File: config.mk
export PLATFORM = sky130hd
export DESIGN_NAME = quaternion_orientation_unit_flat
export DESIGN_NICKNAME = d
export VERILOG_FILES = /design/src/qou_pkg.sv /design/src/qou_req_if.sv /design/src/qou_rsp_if.sv /design/src/quaternion_orientation_unit.sv /design/src/flat_wrapper.sv
export VERILOG_INCLUDE_DIRS = /design/src /design/src/src
export SDC_FILE = /design/constraint.sdc
export NUM_CORES = 2
export LEC_CHECK = 0
export BUFFER_PORTS_ARGS = -buffer_cell sky130_fd_sc_hd__buf_2
export CAP_MARGIN = 30
export CORE_ASPECT_RATIO = 1.2
export CORE_MARGIN = 2
export CORE_UTILIZATION = 40
export DETAILED_ROUTE_END_ITERATION = 8
export SLEW_MARGIN = 20
export SYNTH_ARGS = -nofsm -noshare
export SYNTH_HDL_FRONTEND = slang
export SYNTH_SLANG_ARGS = --single-unit
File: constraint.sdc
create_clock -name clk -period 13.3 [get_ports clk]
set_input_delay 3.99 -clock clk [delete_from_list [all_inputs] [get_ports clk]]
set_output_delay 3.99 -clock clk [all_outputs]
set_load 0.02 [all_outputs]
File: src/quaternion_orientation_unit_macros.svh
// Assertion shorthands, clocked on clk, idle during reset.
`ifndef QUATERNION_ORIENTATION_UNIT_MACROS_SVH
`define QUATERNION_ORIENTATION_UNIT_MACROS_SVH
`ifndef SYNTHESIS
`define QOU_ASSERT_IMPL(label, ante, cons, msg) \
	label: assert property (@(posedge clk) disable iff (!arst_n) (ante) |-> (cons)) \
		else $error(msg);
`define QOU_ASSERT_NEXT(label, ante, cons, msg) \
	label: assert property (@(posedge clk) disable iff (!arst_n) (ante) |=> (cons)) \
		else $error(msg);
`else
`define QOU_ASSERT_IMPL(label, ante, cons, msg)
`define QOU_ASSERT_NEXT(label, ante, cons, msg)
`endif
`endif

File: src/qou_pkg.sv
`timescale 1ns / 1ps
package qou_pkg;
	localparam int CORDIC_STEPS = 30;
	localparam int STEP_W = $clog2(CORDIC_STEPS);
	localparam int QW = 32;
	localparam int AW = 36;
	localparam int BW = 34;
	localparam int ZW = 36;
	localparam int HW = 18;
	localparam int MW = HW + 1;
	localparam int PW = AW + BW;
	localparam int FRAC = 30;
	localparam int TW = PW - FRAC;
	localparam int SW = TW + 2;

	localparam logic signed [BW-1:0] CORDIC_GAIN = BW'(64'sd652032874);
	localparam logic signed [ZW-1:0] PI_Q30 = ZW'(64'sd3373259426);
	localparam logic signed [ZW-1:0] HALF_PI_Q30 = ZW'(64'sd1686629713);
	localparam logic signed [QW-1:0] Q30_ONE = QW'(64'sd1073741824);
	localparam logic signed [PW-1:0] ROUND_HALF = PW'(64'sd536870912);
	localparam logic signed [SW-1:0] SAT_HI = SW'(64'sd2147483647);
	localparam logic signed [SW-1:0] SAT_LO = SW'(-64'sd2147483648);
	// bit k*4+j set: term j of Hamilton component k is subtracted
	localparam logic [15:0] HAM_MINUS = 16'h7214;

	typedef enum logic [1:0] {
		FUNC_LOAD  = 2'd0,
		FUNC_APPLY = 2'd1,
		FUNC_ROT   = 2'd2,
		FUNC_NOP   = 2'd3
	} func_t;

	typedef enum logic [2:0] {
		ST_IDLE,
		ST_NEXT,
		ST_CORDIC,
		ST_HAM,
		ST_OUT
	} state_t;

	function automatic logic signed [ZW-1:0] atan_entry(input logic [STEP_W-1:0] i);
		int n;
		n = int'(i);
		case (n)
			0: atan_entry = ZW'(64'sd843314856);
			1: atan_entry = ZW'(64'sd497837829);
			2: atan_entry = ZW'(64'sd263043836);
			3: atan_entry = ZW'(64'sd133525158);
			4: atan_entry = ZW'(64'sd67021686);
			5: atan_entry = ZW'(64'sd33543515);
			6: atan_entry = ZW'(64'sd16775850);
			7: atan_entry = ZW'(64'sd8388437);
			8: atan_entry = ZW'(64'sd4194282);
			9: atan_entry = ZW'(64'sd2097149);
			default: begin
				if (n <= FRAC)
					atan_entry = (ZW'(1) << (FRAC - n)) - ZW'(1);
				else
					atan_entry = '0;
			end
		endcase
	endfunction

	function automatic logic signed [QW-1:0] sat32(input logic signed [SW-1:0] v);
		if (v > SAT_HI)
			sat32 = SAT_HI[QW-1:0];
		else if (v < SAT_LO)
			sat32 = SAT_LO[QW-1:0];
		else
			sat32 = v[QW-1:0];
	endfunction
endpackage

File: src/qou_req_if.sv
`timescale 1ns / 1ps
interface qou_req_if;
	logic              valid;
	logic              ready;
	logic [1:0]        func;
	logic signed [31:0] arg_x;
	logic signed [31:0] arg_y;
	logic signed [31:0] arg_z;
	logic signed [31:0] angle;

	modport source(output valid, func, arg_x, arg_y, arg_z, angle, input ready);
	modport sink(input valid, func, arg_x, arg_y, arg_z, angle, output ready);
endinterface

File: src/qou_rsp_if.sv
`timescale 1ns / 1ps
interface qou_rsp_if;
	logic               valid;
	logic               ready;
	logic signed [31:0] quat_x;
	logic signed [31:0] quat_y;
	logic signed [31:0] quat_z;
	logic signed [31:0] quat_w;
	logic signed [31:0] vec_x;
	logic signed [31:0] vec_y;
	logic signed [31:0] vec_z;

	modport source(output valid, quat_x, quat_y, quat_z, quat_w, vec_x, vec_y, vec_z,
		input ready);
	modport sink(input valid, quat_x, quat_y, quat_z, quat_w, vec_x, vec_y, vec_z,
		output ready);
endinterface

File: src/quaternion_orientation_unit.sv
// Orientation quaternion unit (Q2.30 state, reset to identity). One word is taken at a time;
// ready is low until its result word has been taken. Every product runs on one shared
// 19x34-bit multiplier in two passes plus a rounding step; each sin/cos comes from an
// iterative CORDIC. A load runs one CORDIC and one Hamilton product, a rotate two Hamilton
// products, and pitch/yaw/roll one CORDIC and one Hamilton product per nonzero angle,
// skipping each zero angle.
`timescale 1ns / 1ps
`include "quaternion_orientation_unit_macros.svh"
module quaternion_orientation_unit import qou_pkg::*; (
	input logic       clk,
	input logic       arst_n,
	qou_req_if.sink   req,
	qou_rsp_if.source rsp
);
	state_t state_q, state_nx;
	func_t  func_q;
	logic [1:0] axis_q;
	logic       pass_q;
	logic signed [QW-1:0] arg_q [4];
	logic signed [QW-1:0] quat_q [4];
	logic signed [QW-1:0] vec_q [3];

	logic signed [BW-1:0] cx_q, cy_q, cos_q;
	logic signed [ZW-1:0] cz_q;
	logic                 neg_q;
	logic [STEP_W-1:0]    step_q;

	logic signed [AW-1:0] a_q [4];
	logic signed [BW-1:0] b_q [4];
	logic signed [SW-1:0] r_q [3];
	logic signed [SW-1:0] sum_q;
	logic signed [PW-1:0] prod_q;
	logic [1:0] k_q, j_q, ph_q;

	logic accept, cordic_done, ham_done;
	logic signed [QW-1:0] theta_src;
	logic signed [ZW-1:0] theta, theta_red;
	logic                 theta_neg;
	logic signed [BW-1:0] dx, dy, cx_nx, cy_nx, xf, yf;
	logic signed [ZW-1:0] cz_nx;
	logic signed [AW-1:0] a_sel;
	logic signed [BW-1:0] b_sel;
	logic signed [MW-1:0] mul_a;
	logic signed [MW+BW-1:0] mul_p;
	logic signed [TW-1:0] term;
	logic signed [SW-1:0] sum_nx;
	logic signed [SW-1:0] r_fin [4];
	logic                 q_wr;
	logic signed [QW-1:0] q_nx [4];

	assign accept = req.valid && req.ready;
	assign cordic_done = (state_q == ST_CORDIC) && (step_q == STEP_W'(CORDIC_STEPS - 1));
	assign ham_done = (state_q == ST_HAM) && (ph_q == 2'd2) && (k_q == 2'd3) && (j_q == 2'd3);

	// angle reduction: Q4.28 doubled reads as the Q.30 half angle
	always_comb begin
		theta_src = (state_q == ST_IDLE) ? req.angle : arg_q[axis_q];
		theta = {{(ZW-QW-1){theta_src[QW-1]}}, theta_src, 1'b0};
		theta_neg = 1'b1;
		if (theta > HALF_PI_Q30)
			theta_red = theta - PI_Q30;
		else if (theta < -HALF_PI_Q30)
			theta_red = theta + PI_Q30;
		else begin
			theta_red = theta;
			theta_neg = 1'b0;
		end
	end

	always_comb begin
		dx = cy_q >>> step_q;
		dy = cx_q >>> step_q;
		if (!cz_q[ZW-1]) begin
			cx_nx = cx_q - dx;
			cy_nx = cy_q + dy;
			cz_nx = cz_q - atan_entry(step_q);
		end else begin
			cx_nx = cx_q + dx;
			cy_nx = cy_q - dy;
			cz_nx = cz_q + atan_entry(step_q);
		end
		xf = neg_q ? -cx_nx : cx_nx;
		yf = neg_q ? -cy_nx : cy_nx;
	end

	// shared multiplier: low half of a, then high half
	always_comb begin
		a_sel = a_q[j_q];
		b_sel = b_q[~k_q ^ j_q];
		if (ph_q == 2'd0)
			mul_a = {1'b0, a_sel[HW-1:0]};
		else
			mul_a = {a_sel[AW-1], a_sel[AW-1:HW]};
		mul_p = (MW+BW)'(mul_a) * (MW+BW)'(b_sel);
		term = TW'((prod_q + ROUND_HALF) >>> FRAC);
		if (HAM_MINUS[{k_q, j_q}])
			sum_nx = ((j_q == 2'd0) ? SW'(0) : sum_q) - SW'(term);
		else
			sum_nx = ((j_q == 2'd0) ? SW'(0) : sum_q) + SW'(term);
		for (int i = 0; i < 3; i++)
			r_fin[i] = r_q[i];
		r_fin[3] = sum_nx;
	end

	always_comb begin
		q_wr = ham_done && ((func_q == FUNC_LOAD) || (func_q == FUNC_APPLY));
		for (int i = 0; i < 4; i++)
			q_nx[i] = sat32(r_fin[i]);
		if (func_q == FUNC_LOAD)
			q_nx[3] = sat32(SW'(cos_q));
	end

	always_comb begin
		state_nx = state_q;
		case (state_q)
			ST_IDLE: begin
				if (req.valid) begin
					case (func_t'(req.func))
						FUNC_LOAD:  state_nx = ST_CORDIC;
						FUNC_APPLY: state_nx = ST_NEXT;
						FUNC_ROT:   state_nx = ST_HAM;
						default:    state_nx = ST_OUT;
					endcase
				end
			end
			ST_NEXT: begin
				if (axis_q == 2'd3)
					state_nx = ST_OUT;
				else if (arg_q[axis_q] != '0)
					state_nx = ST_CORDIC;
			end
			ST_CORDIC: begin
				if (cordic_done)
					state_nx = ST_HAM;
			end
			ST_HAM: begin
				if (ham_done) begin
					if (func_q == FUNC_ROT && !pass_q)
						state_nx = ST_HAM;
					else if (func_q == FUNC_APPLY)
						state_nx = ST_NEXT;
					else
						state_nx = ST_OUT;
				end
			end
			ST_OUT: begin
				if (rsp.ready)
					state_nx = ST_IDLE;
			end
			default: state_nx = ST_IDLE;
		endcase
	end

	always_comb begin
		req.ready = (state_q == ST_IDLE);
		rsp.valid = (state_q == ST_OUT);
		rsp.quat_x = quat_q[0];
		rsp.quat_y = quat_q[1];
		rsp.quat_z = quat_q[2];
		rsp.quat_w = quat_q[3];
		rsp.vec_x = vec_q[0];
		rsp.vec_y = vec_q[1];
		rsp.vec_z = vec_q[2];
	end

	always_ff @(posedge clk or negedge arst_n) begin
		if (!arst_n) begin
			state_q <= ST_IDLE;
			quat_q[0] <= '0;
			quat_q[1] <= '0;
			quat_q[2] <= '0;
			quat_q[3] <= Q30_ONE;
		end else begin
			state_q <= state_nx;
			if (q_wr)
				quat_q <= q_nx;
		end
	end

	always_ff @(posedge clk) begin
		if (accept) begin
			func_q <= func_t'(req.func);
			arg_q[0] <= req.arg_x;
			arg_q[1] <= req.arg_y;
			arg_q[2] <= req.arg_z;
			arg_q[3] <= req.angle;
			axis_q <= 2'd0;
			pass_q <= 1'b0;
			k_q <= 2'd0;
			j_q <= 2'd0;
			ph_q <= 2'd0;
			for (int i = 0; i < 3; i++)
				vec_q[i] <= '0;
			for (int i = 0; i < 4; i++)
				a_q[i] <= AW'(quat_q[i]);
			b_q[0] <= BW'(req.arg_x);
			b_q[1] <= BW'(req.arg_y);
			b_q[2] <= BW'(req.arg_z);
			b_q[3] <= '0;
		end
		if (state_q == ST_IDLE || state_q == ST_NEXT) begin
			cx_q <= CORDIC_GAIN;
			cy_q <= '0;
			cz_q <= theta_red;
			neg_q <= theta_neg;
			step_q <= '0;
		end
		if (state_q == ST_NEXT && axis_q != 2'd3 && arg_q[axis_q] == '0)
			axis_q <= axis_q + 2'd1;
		if (state_q == ST_CORDIC) begin
			cx_q <= cx_nx;
			cy_q <= cy_nx;
			cz_q <= cz_nx;
			step_q <= step_q + STEP_W'(1);
			if (cordic_done) begin
				cos_q <= xf;
				if (func_q == FUNC_LOAD) begin
					for (int i = 0; i < 3; i++)
						a_q[i] <= AW'(arg_q[i]);
					a_q[3] <= '0;
					for (int i = 0; i < 3; i++)
						b_q[i] <= '0;
					b_q[3] <= yf;
				end else begin
					for (int i = 0; i < 4; i++)
						a_q[i] <= AW'(quat_q[i]);
					for (int i = 0; i < 3; i++)
						b_q[i] <= (axis_q == 2'(i)) ? yf : '0;
					b_q[3] <= xf;
				end
			end
		end
		if (state_q == ST_HAM) begin
			case (ph_q)
				2'd0: begin
					prod_q <= PW'(mul_p);
					ph_q <= 2'd1;
				end
				2'd1: begin
					prod_q <= prod_q + (PW'(mul_p) <<< HW);
					ph_q <= 2'd2;
				end
				default: begin
					ph_q <= 2'd0;
					sum_q <= sum_nx;
					j_q <= j_q + 2'd1;
					if (j_q == 2'd3) begin
						k_q <= k_q + 2'd1;
						if (k_q != 2'd3)
							r_q[k_q] <= sum_nx;
					end
				end
			endcase
			if (ham_done) begin
				if (func_q == FUNC_APPLY)
					axis_q <= axis_q + 2'd1;
				if (func_q == FUNC_ROT) begin
					if (!pass_q) begin
						pass_q <= 1'b1;
						for (int i = 0; i < 4; i++)
							a_q[i] <= AW'(r_fin[i]);
						for (int i = 0; i < 3; i++)
							b_q[i] <= -BW'(quat_q[i]);
						b_q[3] <= BW'(quat_q[3]);
					end else begin
						for (int i = 0; i < 3; i++)
							vec_q[i] <= sat32(r_fin[i]);
					end
				end
			end
		end
	end

	`QOU_ASSERT_IMPL(a_one_side, rsp.valid, !req.ready, "input taken while result pending")
	`QOU_ASSERT_NEXT(a_busy_after_accept, accept, !req.ready, "ready right after accept")
	`QOU_ASSERT_IMPL(a_vec_zero, rsp.valid && func_q != FUNC_ROT, vec_q[0] == '0 && vec_q[1] == '0 && vec_q[2] == '0, "vector nonzero outside rotate")
	`QOU_ASSERT_IMPL(a_ham_phase, state_q == ST_NEXT || state_q == ST_CORDIC || state_q == ST_OUT, ph_q == 2'd0 && j_q == 2'd0 && k_q == 2'd0, "product counters not at rest")
endmodule
File: src/flat_wrapper.sv
// flat-port wrapper written by rule: the top's interface ports become plain ports
module quaternion_orientation_unit_flat import qou_pkg::*;
  (clk, arst_n, req_valid, req_func, req_arg_x, req_arg_y, req_arg_z, req_angle, req_ready, rsp_valid, rsp_quat_x, rsp_quat_y, rsp_quat_z, rsp_quat_w, rsp_vec_x, rsp_vec_y, rsp_vec_z, rsp_ready);
  qou_req_if req_i ();
  qou_rsp_if rsp_i ();
  input logic clk;
  input logic arst_n;
  input wire logic [$bits(req_i.valid)-1:0] req_valid;
  input wire logic [$bits(req_i.func)-1:0] req_func;
  input wire logic [$bits(req_i.arg_x)-1:0] req_arg_x;
  input wire logic [$bits(req_i.arg_y)-1:0] req_arg_y;
  input wire logic [$bits(req_i.arg_z)-1:0] req_arg_z;
  input wire logic [$bits(req_i.angle)-1:0] req_angle;
  output wire logic [$bits(req_i.ready)-1:0] req_ready;
  output wire logic [$bits(rsp_i.valid)-1:0] rsp_valid;
  output wire logic [$bits(rsp_i.quat_x)-1:0] rsp_quat_x;
  output wire logic [$bits(rsp_i.quat_y)-1:0] rsp_quat_y;
  output wire logic [$bits(rsp_i.quat_z)-1:0] rsp_quat_z;
  output wire logic [$bits(rsp_i.quat_w)-1:0] rsp_quat_w;
  output wire logic [$bits(rsp_i.vec_x)-1:0] rsp_vec_x;
  output wire logic [$bits(rsp_i.vec_y)-1:0] rsp_vec_y;
  output wire logic [$bits(rsp_i.vec_z)-1:0] rsp_vec_z;
  input wire logic [$bits(rsp_i.ready)-1:0] rsp_ready;
  assign req_i.valid = req_valid;
  assign req_i.func = req_func;
  assign req_i.arg_x = req_arg_x;
  assign req_i.arg_y = req_arg_y;
  assign req_i.arg_z = req_arg_z;
  assign req_i.angle = req_angle;
  assign req_ready = req_i.ready;
  assign rsp_valid = rsp_i.valid;
  assign rsp_quat_x = rsp_i.quat_x;
  assign rsp_quat_y = rsp_i.quat_y;
  assign rsp_quat_z = rsp_i.quat_z;
  assign rsp_quat_w = rsp_i.quat_w;
  assign rsp_vec_x = rsp_i.vec_x;
  assign rsp_vec_y = rsp_i.vec_y;
  assign rsp_vec_z = rsp_i.vec_z;
  assign rsp_i.ready = rsp_ready;
  quaternion_orientation_unit u_core (.clk(clk), .arst_n(arst_n), .req(req_i), .rsp(rsp_i));
endmodule
==> summary.txt <==
Drt
  • Starting DRT DRC Count: 9036
  • WL per Instance: between 30 and 40 um
  • Via Count: approximately 75000
  • DRC: 0
  • Via density: 6.13
  • Drt total wl: 387 mm
  • Antenna Nets Post-Route: 0
  • DRT Pass-1 Iters: 6

Setup path
  • Critical path's largest stage delay: around 0.84 ns
  • Critical Path Fanout Max: 23
  • Critical path required time: around 14 ns
  • Most common cell on crit path: fa_1
  • Crit Path Category: reg -> reg
  • CP max stage cell: dfxtp_2
  • CP Capture Type: register
  • Worst Path Arrival: between 10 and 15 ns
  • Startpoint Class: register

CTS
  • Num CTS Buffers: approximately 110
  • CTS resizes: 0
  • Clock Root Buffer: clkbuf_16
  • Post-CTS Setup Inserts: 0
  • Clk buf depth: 3
  • Clk slew on worst S/H paths: around 0.07 ns
  • CTS tree: yes
  • Max H-tree Level: 3
  • Cts hold-fix bufs: 0
  • # clock sinks: roughly 1000
  • Worst-Skew Late Latency: 0.83 ns

Global route
  • Largest net degree at the start of global routing: around 200
  • First-pass GRT wire length: around 540 mm
  • Total gr overflow: 0
  • Initial antenna violation count: 41
  • Vias in the first global route: between 70000 and 80000
  • GRT Util Overall: 33.9%

STA
  • Worst hold slack: between 0.4 and 0.5 ns
  • Fmax: 81.7 MHz
  • Fin. max-slew vios: 0
  • Slew HR: between 20 and 25%
  • Worst slew pin tran: around 1.2 ns
  • Final Cycle Share: around 90%
  • Skew final: roughly 0.10 ns
  • Minimum clock period: approximately 12 ns
  • RSZ-0062 raised after global routing: no
  • Setup-failing EPs final: 0
  • Final hold violations: 0
  • Setup Total Neg Slack: 0 ns

Floorplanning
  • Cell Rows: 188
  • Initial Utilization: roughly 40%
  • IO Pins: 360
  • Die ar.: between 200000 and 250000 um2
  • Die Wd: approximately 430 um
  • Core ar.: about 220000 um2
  • Die Height: 517 um

Placement
  • Detail Placement HPWL: 307 mm
  • Routability Congestion: approximately 1.0
  • IO Port Bufs: between 300 and 400

Flow run
  • Max cap viols: 0

Synth
  • Synth warn: 0
  • Register bit total from synthesis: just over 1000
  • Ys flop type: edfxtp_1
  • Sequential area share after synthesis: between 30% and 40%
  • EDFF count, synth: 872
  • Net Count, Synth: approximately 10000
  • Netlist cell types: about 110
  • Mapped cell area: 87700 um2
  • Async SR Flop Fraction: between 10% and 20%
  • Mapped Cells: roughly 9000
  • Synthesized area per cell: between 9 and 10 um2

Status
  • Outcome: complete, no violations

Layout
  • Nets: roughly 10000
  • Commonest non-fill, non-tap cells in the layout: nand2_1, edfxtp_1, nor2_1, inv_1, fa_1
  • Commonest non-fill, non-tap cell in the layout: nand2_1
  • Fill cells: 21100
  • Share of cells above drive strength 1: between 10% and 20%
  • Syn-to-layout area delta: 10.7%

Hold path
  • Worst Hold Class: reg -> reg
==> metrics by stage <==
step | area (um2) | std cells | setup slack, ns | util [%]
2_1_floorplan | 87700 | 9115 | 2.25 | -
3_3_place_gp | 93000 | 12000 | 1.18 | 42.6
3_5_place_dp | 93200 | 12000 | 1.16 | 42.7
4_1_cts | 96900 | 12200 | 1.06 | 44.4
5_1_grt | 97100 | 12300 | 0.429 | 44.5
6_report | 97200 | 12300 | 1.06 | 44.5
==> flip-flops by register name, summed over array words and instances, names as in the netlist, 5 cells and up, named ones only <==
signal / count
u_core.cos_q: 34
u_core.cx_q: 34
u_core.cy_q: 34
u_core.prod_q: 52
u_core.b_q: 136
u_core.arg_q: 128
u_core.cz_q: 36
u_core.vec_q: 96
u_core.sum_q: 42
u_core.r_q: 126
u_core.rsp.quat_w: 32
u_core.rsp.quat_y: 32
u_core.step_q: 5
u_core.rsp.quat_z: 32
u_core.rsp.quat_x: 32
u_core.a_q: 144
==> area by class of cell <==
cell class	count	area (um2)	area share (%)
multi-input cells	6914	54100	55.7
flip-flops and latches	1011	29600	30.5
well taps	2850	3570	3.67
repair buffers	546	3430	3.53
clock buffers	143	3060	3.15
inverters	708	2660	2.74
clock inverters	64	619	0.637
diodes	27	67.6	0.0695
==> kinds of logic (layout without fill, tap and decap cells) <==
| family | count (synthesis) | in the layout | share of synthesized area [%] |
|---|---|---|---|
| DFF | 1011 | 1011 | 33.8 |
| other | 0 | 27 | 0 |
| muxes | 305 | 305 | 5.52 |
| AOI/OAI and AO/OA | 1936 | 1936 | 14.0 |
| buffers and inverters | 1190 | 1461 | 5.25 |
| adders and majority gates | 1005 | 1005 | 19.7 |
| xor gates and xnor gates | 592 | 592 | 5.93 |
| and+or+nand+nor | 3076 | 3076 | 15.8 |
==> cells in the mapped netlist, types with 204 or more instances <==
master | count | area share, %
edfxtp_1 | 872 | 30
xor2_1 | 230 | 2.3
o21ai_0 | 369 | 2.1
a21oi_1 | 627 | 3.6
nor2_1 | 874 | 3.7
ha_1 | 375 | 5.3
inv_1 | 704 | 3.0
fa_1 | 630 | 14
nand2_1 | 1203 | 5.1
nand3_1 | 204 | 1.2
xnor2_1 | 360 | 3.6
clkbuf_1 | 381 | 1.6
==> routing by layer <==
| metal | part of all wire, % | vias to the layer above | global-route usage (%) |
|---|---|---|---|
| met1 | 35 | 37600 | 39.2 |
| met3 | 9.0 | 1100 | 8.05 |
| met2 | 46 | 4164 | 54.3 |
| li1 | - | 32300 | - |
| met5 | 0.039 | - | 0 |
| met4 | 9.2 | 26 | 26.4 |
==> worst max-delay path: cells and delay by family (launching register included) <==
family	cells	cell delay, ns
AOI/OAI and AO/OA	15	3.01
xor gates and xnor gates	2	0.50
adders and majority gates	9	4.23
buffers and inverters	4	0.83
DFF	1	0.84
muxes	2	1.38
and+or+nand+nor	7	1.03
==> worst paths after layout <==
| kind | startpoint | endpoint | slack, ns | cells past startpoint |
|---|---|---|---|---|
| max | u_core.j_q[0]$_DFF_P_ | u_core.prod_q[67]$_DFFE_PP_ | 1.06 | 39 |
| min | u_core.pass_q$_DFF_P_ | u_core.pass_q$_DFF_P_ | 0.47 | 2 |
| max reg2reg | u_core.j_q[0]$_DFF_P_ | u_core.prod_q[67]$_DFFE_PP_ | 1.06 | 39 |
| min reg2reg | u_core.pass_q$_DFF_P_ | u_core.pass_q$_DFF_P_ | 0.47 | 2 |
| max in group asynchronous | arst_n | u_core.rsp.quat_w[9]$_DFFE_PN0P_ | 8.52 | 2 |
| min in group asynchronous | arst_n | u_core.rsp.quat_y[26]$_DFFE_PN0P_ | 3.22 | 1 |
Power is left out: the tool's default activity adds up to more than one toggle a clock period on the data nets, which glitch-free logic cannot reach.
